==> src/sv/brbq_pkg.sv <==
// ----------------------------------------------------------------------------
// brbq_pkg
// Shared types and codes for the circular byte queue: request and response
// payloads, operation and status codes, and the update bundle that passes
// from the operation logic to the top level.
// ----------------------------------------------------------------------------
package brbq_pkg;

  // Field widths
  localparam int IDX_W  = 8;   // read/write index
  localparam int LEN_W  = 9;   // buffer length, counts
  localparam int BYTE_W = 8;

  // Default store depth and length bounds
  localparam int DEPTH_DEFAULT = 256;
  localparam int BUF_LEN_MAX   = 256;
  localparam logic [LEN_W-1:0] BUF_LEN_MIN = 9'd2;

  // Operation codes
  localparam logic [1:0] REQ_PUSH   = 2'd0;
  localparam logic [1:0] REQ_POP    = 2'd1;
  localparam logic [1:0] REQ_ADV_RD = 2'd2;
  localparam logic [1:0] REQ_ADV_WR = 2'd3;

  // Status codes
  localparam logic [1:0] STS_OK      = 2'd0;
  localparam logic [1:0] STS_NO_ROOM = 2'd1;
  localparam logic [1:0] STS_EMPTY   = 2'd2;
  localparam logic [1:0] STS_CLAMPED = 2'd3;

  // Request transaction payload
  typedef struct packed {
    logic [1:0]        req_type;
    logic [BYTE_W-1:0] data_byte;
    logic [LEN_W-1:0]  count;
    logic              first_of_burst;
  } req_t;

  // Response transaction payload
  typedef struct packed {
    logic [1:0]        status;
    logic [BYTE_W-1:0] pop_data;
    logic [IDX_W-1:0]  data_length;
    logic [IDX_W-1:0]  contiguous_length;
    logic              is_empty;
  } rsp_t;

  // Result of one operation: next state, store access, response fields
  typedef struct packed {
    logic [IDX_W-1:0] wr_idx_next;
    logic [IDX_W-1:0] rd_idx_next;
    logic             rejected_next;
    logic             mem_we;
    logic             mem_re;
    logic [1:0]       status;
    logic [IDX_W-1:0] data_length;
    logic [IDX_W-1:0] contiguous_length;
    logic             is_empty;
  } upd_t;

endpackage

==> src/sv/byte_ring_buffer_queue_core.sv <==
// Response: registered in the cycle after its request is accepted; a
//   successful pop shows it after ST_READ, the store's registered read.
// Throughput: 1 request per cycle unless the response side stalls, except
//   a successful pop, which stalls requests while the byte store read completes.
// Reset: indices, burst flag and response valid clear; buffer length goes to
//   min(256, DEPTH). The byte store is not cleared and needs no clearing pass.
// ----------------------------------------------------------------------------
// byte_ring_buffer_queue_core
// Circular byte queue over a RAM byte store with a configurable length in
// use. Supports push (with burst space check), pop, advance-read (clamped)
// and advance-write (refused on overflow). One slot always stays free.
// ----------------------------------------------------------------------------
module byte_ring_buffer_queue_core #(
  parameter int DEPTH = brbq_pkg::DEPTH_DEFAULT
) (
  input  logic                          clk,
  input  logic                          rst,
  // request channel
  input  logic                          req_valid,
  output logic                          req_ready,
  input  brbq_pkg::req_t                req,
  // response channel
  output logic                          rsp_valid,
  input  logic                          rsp_ready,
  output brbq_pkg::rsp_t                rsp,
  // configuration
  input  logic                          cfg_we,
  input  logic [brbq_pkg::LEN_W-1:0]    cfg_wdata
);

  localparam int AW = $clog2(DEPTH);
  localparam logic [brbq_pkg::LEN_W-1:0] LenTop =
    (DEPTH < brbq_pkg::BUF_LEN_MAX) ? brbq_pkg::LEN_W'(DEPTH)
                                    : brbq_pkg::LEN_W'(brbq_pkg::BUF_LEN_MAX);

  localparam logic ST_IDLE = 1'b0;
  localparam logic ST_READ = 1'b1;

  logic                            state;
  logic [brbq_pkg::IDX_W-1:0]      wr_idx;
  logic [brbq_pkg::IDX_W-1:0]      rd_idx;
  logic                            rejected;
  logic [brbq_pkg::LEN_W-1:0]      buf_len;
  logic [brbq_pkg::LEN_W-1:0]      buf_len_next;
  logic [brbq_pkg::BYTE_W-1:0]     mem_rdata;
  brbq_pkg::upd_t                  upd;
  logic                            req_fire;

  // Accept when idle and the response register is free or draining
  assign req_ready = (state == ST_IDLE) && (!rsp_valid || rsp_ready);
  assign req_fire  = req_valid && req_ready;

  // Operation logic
  brbq_calc u_calc (
    .req      (req),
    .wr_idx   (wr_idx),
    .rd_idx   (rd_idx),
    .rejected (rejected),
    .buf_len  (buf_len),
    .upd      (upd)
  );

  // Byte store
  brbq_ram #(
    .WIDTH (brbq_pkg::BYTE_W),
    .DEPTH (DEPTH)
  ) u_store (
    .clk   (clk),
    .we    (req_fire && upd.mem_we),
    .waddr (AW'(wr_idx)),
    .wdata (req.data_byte),
    .re    (req_fire && upd.mem_re),
    .raddr (AW'(rd_idx)),
    .rdata (mem_rdata)
  );

  // Saturate the written length to the supported range
  always_comb begin
    if (cfg_wdata < brbq_pkg::BUF_LEN_MIN) begin
      buf_len_next = brbq_pkg::BUF_LEN_MIN;
    end else if (cfg_wdata > LenTop) begin
      buf_len_next = LenTop;
    end else begin
      buf_len_next = cfg_wdata;
    end
  end

  // Queue state and configuration
  always_ff @(posedge clk) begin
    if (rst) begin
      wr_idx   <= '0;
      rd_idx   <= '0;
      rejected <= 1'b0;
      buf_len  <= LenTop;
    end else if (cfg_we) begin
      wr_idx   <= '0;
      rd_idx   <= '0;
      rejected <= 1'b0;
      buf_len  <= buf_len_next;
    end else if (req_fire) begin
      wr_idx   <= upd.wr_idx_next;
      rd_idx   <= upd.rd_idx_next;
      rejected <= upd.rejected_next;
    end
  end

  // Sequencer and response valid
  always_ff @(posedge clk) begin
    if (rst) begin
      state     <= ST_IDLE;
      rsp_valid <= 1'b0;
    end else begin
      case (state)
        ST_IDLE: begin
          if (req_fire) begin
            rsp_valid <= !upd.mem_re;
            state     <= upd.mem_re ? ST_READ : ST_IDLE;
          end else if (rsp_ready) begin
            rsp_valid <= 1'b0;
          end
        end
        ST_READ: begin
          rsp_valid <= 1'b1;
          state     <= ST_IDLE;
        end
        default: begin
          state <= ST_IDLE;
        end
      endcase
    end
  end

  // Response payload
  always_ff @(posedge clk) begin
    if (req_fire) begin
      rsp.status            <= upd.status;
      rsp.pop_data          <= '0;
      rsp.data_length       <= upd.data_length;
      rsp.contiguous_length <= upd.contiguous_length;
      rsp.is_empty          <= upd.is_empty;
    end else if (state == ST_READ) begin
      rsp.pop_data <= mem_rdata;
    end
  end

  // Indices always stay inside the buffer length in use
  assert property (@(posedge clk) disable iff (rst)
    ({1'b0, wr_idx} < buf_len) && ({1'b0, rd_idx} < buf_len))
    else $error("queue index beyond buffer length");

  // No response is shown while the store read is still in flight
  assert property (@(posedge clk) disable iff (rst)
    (state == ST_READ) |-> !rsp_valid)
    else $error("response valid during store read");

  // A pop that reads the store always goes through ST_READ, then shows its response
  assert property (@(posedge clk) disable iff (rst)
    (req_fire && upd.mem_re) |=> (state == ST_READ) ##1 rsp_valid)
    else $error("pop did not complete after store read");

  // Emptiness agrees with the held length
  assert property (@(posedge clk) disable iff (rst)
    rsp_valid |-> (rsp.is_empty == (rsp.data_length == '0)))
    else $error("empty flag disagrees with held length");

  // Only a successful pop returns a byte
  assert property (@(posedge clk) disable iff (rst)
    (rsp_valid && (rsp.status != brbq_pkg::STS_OK)) |-> (rsp.pop_data == '0))
    else $error("byte returned by a failed operation");

endmodule

==> src/sv/brbq_ram.sv <==
// ----------------------------------------------------------------------------
// brbq_ram
// Generic single-port-write, single-port-read RAM with registered read data.
// ----------------------------------------------------------------------------
module brbq_ram #(
  parameter int WIDTH = 8,
  parameter int DEPTH = brbq_pkg::DEPTH_DEFAULT
) (
  input  logic                     clk,
  input  logic                     we,
  input  logic [$clog2(DEPTH)-1:0] waddr,
  input  logic [WIDTH-1:0]         wdata,
  input  logic                     re,
  input  logic [$clog2(DEPTH)-1:0] raddr,
  output logic [WIDTH-1:0]         rdata
);

  logic [WIDTH-1:0] mem [DEPTH];

  // Write port
  always_ff @(posedge clk) begin
    if (we) begin
      mem[waddr] <= wdata;
    end
  end

  // Registered read port
  always_ff @(posedge clk) begin
    if (re) begin
      rdata <= mem[raddr];
    end
  end

endmodule

==> src/sv/brbq_calc.sv <==
// ----------------------------------------------------------------------------
// brbq_calc
// Operation logic: from the current indices, burst flag and buffer length,
// works out the next indices, store access, status, held length, contiguous
// span and emptiness for one request.
// ----------------------------------------------------------------------------
module brbq_calc (
  input  brbq_pkg::req_t                  req,
  input  logic [brbq_pkg::IDX_W-1:0]      wr_idx,
  input  logic [brbq_pkg::IDX_W-1:0]      rd_idx,
  input  logic                            rejected,
  input  logic [brbq_pkg::LEN_W-1:0]      buf_len,
  output brbq_pkg::upd_t                  upd
);

  logic [brbq_pkg::LEN_W-1:0] held;
  logic [brbq_pkg::LEN_W-1:0] free_sp;
  logic [brbq_pkg::LEN_W-1:0] len_next;
  logic [brbq_pkg::IDX_W-1:0] base;
  logic [brbq_pkg::LEN_W-1:0] amt;
  logic [brbq_pkg::LEN_W:0]   sum;
  logic [brbq_pkg::IDX_W-1:0] wrapped;
  logic [brbq_pkg::LEN_W:0]   span_end;
  logic [brbq_pkg::LEN_W-1:0] tail;
  logic                       push_ok;
  logic                       rej_n;

  // Held length, wrap-safe for any buffer length
  always_comb begin
    if (wr_idx >= rd_idx) begin
      held = {1'b0, wr_idx} - {1'b0, rd_idx};
    end else begin
      held = {1'b0, wr_idx} + buf_len - {1'b0, rd_idx};
    end
    free_sp = buf_len - 9'd1 - held;
  end

  // Adder operands: read index for pop and advance-read, step of one for
  // push and pop
  assign base = (req.req_type inside {brbq_pkg::REQ_POP, brbq_pkg::REQ_ADV_RD})
                ? rd_idx : wr_idx;
  assign amt  = (req.req_type inside {brbq_pkg::REQ_PUSH, brbq_pkg::REQ_POP})
                ? 9'd1 : req.count;

  // Shared index adder with a single wrap correction (sum < 2 * length)
  always_comb begin
    sum = {2'b00, base} + {1'b0, amt};
    if (sum >= {1'b0, buf_len}) begin
      wrapped = brbq_pkg::IDX_W'(sum - {1'b0, buf_len});
    end else begin
      wrapped = brbq_pkg::IDX_W'(sum);
    end
  end

  // Burst check on the first byte of a push
  assign rej_n   = req.first_of_burst ? (req.count > free_sp) : rejected;
  assign push_ok = !rej_n && (free_sp != 9'd0);

  // Operation decode
  always_comb begin
    len_next          = held;
    upd.wr_idx_next   = wr_idx;
    upd.rd_idx_next   = rd_idx;
    upd.rejected_next = rejected;
    upd.mem_we        = 1'b0;
    upd.mem_re        = 1'b0;
    upd.status        = brbq_pkg::STS_OK;
    case (req.req_type)
      brbq_pkg::REQ_PUSH: begin
        upd.rejected_next = rej_n;
        if (push_ok) begin
          upd.mem_we      = 1'b1;
          upd.wr_idx_next = wrapped;
          len_next        = held + 9'd1;
        end else begin
          upd.status = brbq_pkg::STS_NO_ROOM;
        end
      end
      brbq_pkg::REQ_POP: begin
        if (held == 9'd0) begin
          upd.status = brbq_pkg::STS_EMPTY;
        end else begin
          upd.mem_re      = 1'b1;
          upd.rd_idx_next = wrapped;
          len_next        = held - 9'd1;
        end
      end
      brbq_pkg::REQ_ADV_RD: begin
        if (req.count > held) begin
          upd.rd_idx_next = wr_idx;
          upd.status      = brbq_pkg::STS_CLAMPED;
          len_next        = 9'd0;
        end else begin
          upd.rd_idx_next = wrapped;
          len_next        = held - req.count;
        end
      end
      brbq_pkg::REQ_ADV_WR: begin
        if (req.count > free_sp) begin
          upd.status = brbq_pkg::STS_NO_ROOM;
        end else begin
          upd.wr_idx_next = wrapped;
          len_next        = held + req.count;
        end
      end
      default: begin
        upd.status = brbq_pkg::STS_OK;
      end
    endcase

    // Contiguous span from the new read index up to the end of the buffer length in use
    span_end = {2'b00, upd.rd_idx_next} + {1'b0, len_next};
    tail     = buf_len - {1'b0, upd.rd_idx_next};
    if (span_end > {1'b0, buf_len}) begin
      upd.contiguous_length = brbq_pkg::IDX_W'(tail);
    end else begin
      upd.contiguous_length = brbq_pkg::IDX_W'(len_next);
    end
    upd.data_length = brbq_pkg::IDX_W'(len_next);
    upd.is_empty    = (upd.rd_idx_next == upd.wr_idx_next);
  end

endmodule

==> config.mk <==
export PLATFORM = sky130hd
export DESIGN_NAME = byte_ring_buffer_queue_core
export DESIGN_NICKNAME = d
export VERILOG_FILES = /design/src/sv/brbq_pkg.sv /design/src/sv/byte_ring_buffer_queue_core.sv /design/src/sv/brbq_ram.sv /design/src/sv/brbq_calc.sv
export SDC_FILE = /design/constraint.sdc
export NUM_CORES = 2
export LEC_CHECK = 0
export BUFFER_PORTS_ARGS = -buffer_cell sky130_fd_sc_hd__buf_2
export CORE_AREA = 3 3 359 449
export CTS_CLUSTER_DIAMETER = 100
export DETAILED_ROUTE_END_ITERATION = 12
export DIE_AREA = 0 0 362 452
export PLACE_DENSITY_LB_ADDON = 0.1
export SYNTH_ARGS = -nofsm -noshare
export SYNTH_HDL_FRONTEND = slang
export SYNTH_SLANG_ARGS = --single-unit
==> constraint.sdc <==
create_clock -name clk -period 12.6 [get_ports clk]
set_input_delay 1.26 -clock clk [delete_from_list [all_inputs] [get_ports clk]]
set_output_delay 1.26 -clock clk [all_outputs]
set_load 0.01 [all_outputs]
## Word level (Yosys, flattened, before mapping)

Memories as Yosys holds them, arrays and structs flattened. A register that Yosys moved wholly into a read port is not among the register bits.
Index checks and enable logic that the tools add are counted.
W data, S select, Z words.

- Equality and inequality tests: 5
- Reduce and logical (&&, ||, !) cells: 16
- $lt $le $gt $ge: 7
- Add/sub/neg operators: 13
- Mux-type cells: 36
- Bitwise gates (word level): 1

Operator list:

| operator | number |
|---|---|
| $mux W9 | 8 |
| $mux W8 | 7 |
| $pmux W9 S4 | 1 |
| $pmux W8 S2 | 2 |
| $add A8 B9 Y10 | 2 |
| $gt A9 B9 Y1 | 2 |
| $sub A9 B1 Y9 const B | 2 |
| $sub A9 B9 Y9 | 2 |
| $sub A8 B8 Y8 | 2 |
| $mux W1 | 13 |
| $ge A10 B9 Y1 | 1 |
| $gt A10 B9 Y1 | 1 |
| $add A8 B9 Y9 | 1 |
| $add A9 B1 Y9 const B | 1 |
| $add A9 B9 Y9 | 1 |
| $gt A9 B9 Y1 const B | 1 |
| $logic_not A9 Y1 | 1 |
| $lt A9 B2 Y1 const B | 1 |
| $reduce_bool A9 Y1 | 1 |
| $sub A8 B8 Y9 | 1 |
| $sub A9 B8 Y9 | 1 |
| $eq A8 B8 Y1 | 1 |
| $ge A8 B8 Y1 | 1 |
| $pmux W2 S4 | 1 |
| 13 further kinds | 23 |

- Output and inout bits: 29
- Memories kept: 1
- Bits in writable memories: 2048
- Word-level logic and storage cells: 90
- Register bits after elaboration: 55
- Input bits: 34

Memory list:

| name | words | width | rd ports | clocked after memory_dff | write ports | line | text |
|---|---|---|---|---|---|---|---|
| u_store.mem | 256 | 8 | 1 | 1 | 1 | brbq_ram.sv:18 | `logic [WIDTH-1:0] mem [DEPTH];` |

## Logic depth before layout (Yosys ltp)

- Depth in word-level cells: 13
- Depth in mapped cells: 48
- Depth with buffers taken out: 45

## Cells and area by module

From an unflattened synthesis, not the netlist that was laid out.

- Cells, all modules: 4740
- Area total of the unflattened synthesis: 87555.2 µm²

Modules (own cells, without submodules):

| module | seq. area each (µm²) | cells each | times used | area an instance (µm²) |
|---|---|---|---|---|
| brbq_ram | 61739.2 | 3733 | 1 | 79636.4 |
| brbq_calc | 0.0 | 852 | 1 | 5969.5 |
| byte_ring_buffer_queue_core | 1291.2 | 155 | 1 | 1949.4 |

## Worst setup path before layout

OpenSTA, ideal clock, no wires.

- Kind: reg2reg
- Start point: reg rd_idx[4] (netlist bit)
- End point: reg rsp[2] (netlist bit) (data pin)
- Path buffers: 5
- Data required time: 12340 ps
- Stages on the path, launching flop included: 43
- Arrival: 9233 ps
- Clock period less this slack: 9493 ps
- Setup slack: 3107 ps
- Library setup time: 260 ps
- Cell sequence: dfxtp_1 > inv_1 > clkbuf_1 > clkbuf_1 > ha_1 > clkbuf_1 > a211o_2 > o211a_4 > nor2_1 > mux2i_1 > ha_1 > a21o_1 > a2111oi_0 > and4b_1 > inv_1 > ha_1 > a211o_1 > o21ai_0 > [... 7 more ...] > ha_1 > inv_1 > fa_1 > inv_1 > ha_1 > nor2b_1 > o21a_1 > o21a_1 > o21ai_0 > nand2b_1 > a21oi_1 > nor2b_1 > o21ai_0 > nand2b_1 > a21oi_1 > a41oi_1 > a21oi_4 > mux2_2

RTL lines:

| item | line | text |
|---|---|---|
| start, declared | byte_ring_buffer_queue_core.sv:41 | `logic [brbq_pkg::IDX_W-1:0] rd_idx;` |
| start signal, assigned | byte_ring_buffer_queue_core.sv:102 | `rd_idx <= upd.rd_idx_next;` |
| end, declared | byte_ring_buffer_queue_core.sv:25 | `output brbq_pkg::rsp_t rsp,` |

==> run summary <==
Fraction of registers with async set/reset: 0%
Initial Util: 54.8%
Initial antenna violation count: 10
CTS resizes: 0
Post-synth top area share: 72.2%
CP max FO: 21
Chip Height: 452 um
Via-to-Cell Ratio: 6.33
Setup TNS: 0 ns
Share of post-route cells with drive strength above 1: 25.4%
Worst-case clock buffer depth: 3
Register Area: 63000 um2
Top FF cell, synth: edfxtp_1
Final setup violation count: 0
IO Port Bufs: 62
Rel. slew slack: 18.6%
DR pass1 iterations: 8
Seq cells post-synth: 2111
Via count: 41100
GPL Wtd Cong: 0.909
Synth top area cells: edfxtp_1 (72%), mux4_2 (18%), nor2_1 (1.4%)
Final hold viol count: 0
Slowest-stage cell, CP: mux2i_1
Area delta synth->final: 10.2%
WP data required: 13.17 ns
Dominant cell type by area after synthesis: edfxtp_1
Max cap viols: 0
Most instantiated library cell after synthesis: edfxtp_1
Number of global-route vias before repair: 42500
Core area: 158000 um2
Hold Slack: 0.485 ns
Yosys Warn Count: 0
Post-synthesis cell count: 4158
TritonCTS buffer count: 195
Crit path launch: wr_idx[1]$_SDFFE_PP0P_
Clock transition at path regs: 0.07 ns
Avg Inst Size Synth: 20.8 um2
WL per Instance: 32.1 um
Routed WL: 209 mm
CP max stage delay: 0.77 ns
Sequential area share after synthesis: 73.0%
DR iter-0 viols: 3984
Post-synth top cells: edfxtp_1 (2075), mux4_2 (680), nor2_1 (328), clkbuf_1 (161), inv_1 (114)
GRT Total Usage: 25.9%
Post-DRT Antenna Nets: 0
Startpoint types: register
Worst IR Drop VDD: 147 uV
Post-Place Setup Slack: 2.76 ns
Power Density: 160 nW/um2
Clk sink count: 2111
Critical Setup Path Class: reg -> reg
Final setup margin: 2.63 ns
DRC errors left: 0
Grt ovf: 0
# rows: 163
Cell Area, Placed: 89100 um2
Cell area after layout: 95100 um2
Worst EP arrival: 10.55 ns
HP Start: u_store.rdata[2]$_DFFE_PP_
Final min period: 9.97 ns
Fmax: 0.100 GHz
Final HPWL DP: 128 mm
CTS H-tree depth: 4
Final worst-path cycle share: 79.2%
Leakage power: 29.2 nW
Final clock skew: 0.0311 ns
Die Area: 164000 um2
Run status: completed
CTS Root Cell: clkbuf_16
Global-route wire length before repair: 303 mm
Distinct cells, synth: 84
Crit end category: register
Die span in x: 362 um
Pin count of the biggest net entering global routing: 151
Post-synth EDFFs: 2075
FILL cells: 11200
Clock insertion delay at the later pin of the skew report: 0.83 ns
Mapped cell area: 86300 um2
RSZ-0062 raised after global routing: no
Hold buffers post-CTS: 0
RR Startpoint: wr_idx[1]$_SDFFE_PP0P_
Multi-input logic area: 22100 um2
Syn nets: 4304
Hold Path Class: reg -> reg
Final Max Tran Viols: 0
Post-CTS setup buffers: 0
I/O Pins: 63
CTS tree: built
Slew @ Worst Pin: 1.22 ns
Final nets: 4413
-- layer usage --
metal / part of all wire, % / GRT usage, % / up-vias
met3: 5.4 / 3.94 / 295
met2: 53 / 45.2 / 1288
met5: 0.013 / 0 / -
li1: - / - / 17400
met4: 3.2 / 8.26 / 4
met1: 38 / 33.8 / 22100
-- critical path, delay by kind of cell, from the launching register on --
family	cells	cell delay, ns
flip-flops	1	0.65
AND/OR/NAND/NOR	8	1.05
buffers and inverters	7	0.99
adder cells (fa/ha/maj)	6	2.49
multiplexers	5	1.83
XOR/XNOR	1	0.07
AO/OA/AOI/OAI	15	2.62
-- state kept, by name, summed over array words and instances, names as in the netlist, 8 cells and up --
signal,count
rsp,27
rd_idx,8
u_store.mem,2048
wr_idx,8
buf_len,9
u_store.rdata,8
-- report_power, final --
group | switching (mW) | internal (mW) | leakage, nW | total [mW]
Combinational | 1.06 | 0.676 | 7.32 | 1.73
Sequential | 0.0269 | 7.76 | 19.0 | 7.78
Clock | 2.53 | 3.13 | 2.95 | 5.66
-- kinds of logic after synthesis --
| kind of cell | Yosys count | synth area share (%) |
|---|---|---|
| flops | 2111 | 73.0 |
| mux | 716 | 18.2 |
| simple gates | 541 | 2.70 |
| buf+inv | 334 | 1.46 |
| compound gates | 264 | 2.11 |
| fa+ha+maj | 115 | 1.78 |
| xor+xnor | 77 | 0.781 |
-- per-stage QoR --
| stage | util [%] | power [mW] | instances |
|---|---|---|---|
| after floorplan | - | 9.05 | 4158 |
| after CTS | 60.3 | 15.3 | 6488 |
| after detailed placement | 56.5 | 9.67 | 6132 |
| after global routing | 60.3 | 15.7 | 6489 |
| after global placement | 56.5 | 9.66 | 6132 |
| final | 60.4 | 15.2 | 6493 |
-- area by class of cell --
class	count	area share (%)
Tap cell	2062	2.71
Timing Repair Buffer	128	0.964
Sequential cell	2111	66.3
Antenna cell	5	0.0132
Inverter	118	0.476
Clock inverter	100	0.848
Clock buffer	256	5.51
Multi-Input combinational cell	1713	23.2
-- cell usage in the layout (no fill, tap or decap), drive strengths merged, types with 6 or more instances in the layout --
cell	instances
a211oi	18
a21boi	6
a21o	19
a21oi	75
a222oi	9
buf	123
bufinv	10
clkbuf	261
clkinv	80
dfxtp	36
edfxtp	2075
fa	14
ha	98
inv	123
mux2	13
mux2i	23
mux4	680
nand2	89
nand2b	10
nand3	30
nand4	14
nor2	329
nor2b	10
nor3	21
o211ai	9
o21a	11
o21ai	56
o21bai	16
or2	7
xnor2	60
xor2	17
-- final timing paths --
kind / to / slack [ns] / depth (start not counted)
worst min register to register: rsp[19]$_SDFFE_PP0P_ / 0.48 / 2
worst max register to register: rsp[7]$_DFFE_PP_ / 2.63 / 42
worst min-delay path: rsp[19]$_SDFFE_PP0P_ / 0.48 / 2
worst max-delay path: rsp[7]$_DFFE_PP_ / 2.63 / 42
(Power assumes the default switching activity.)
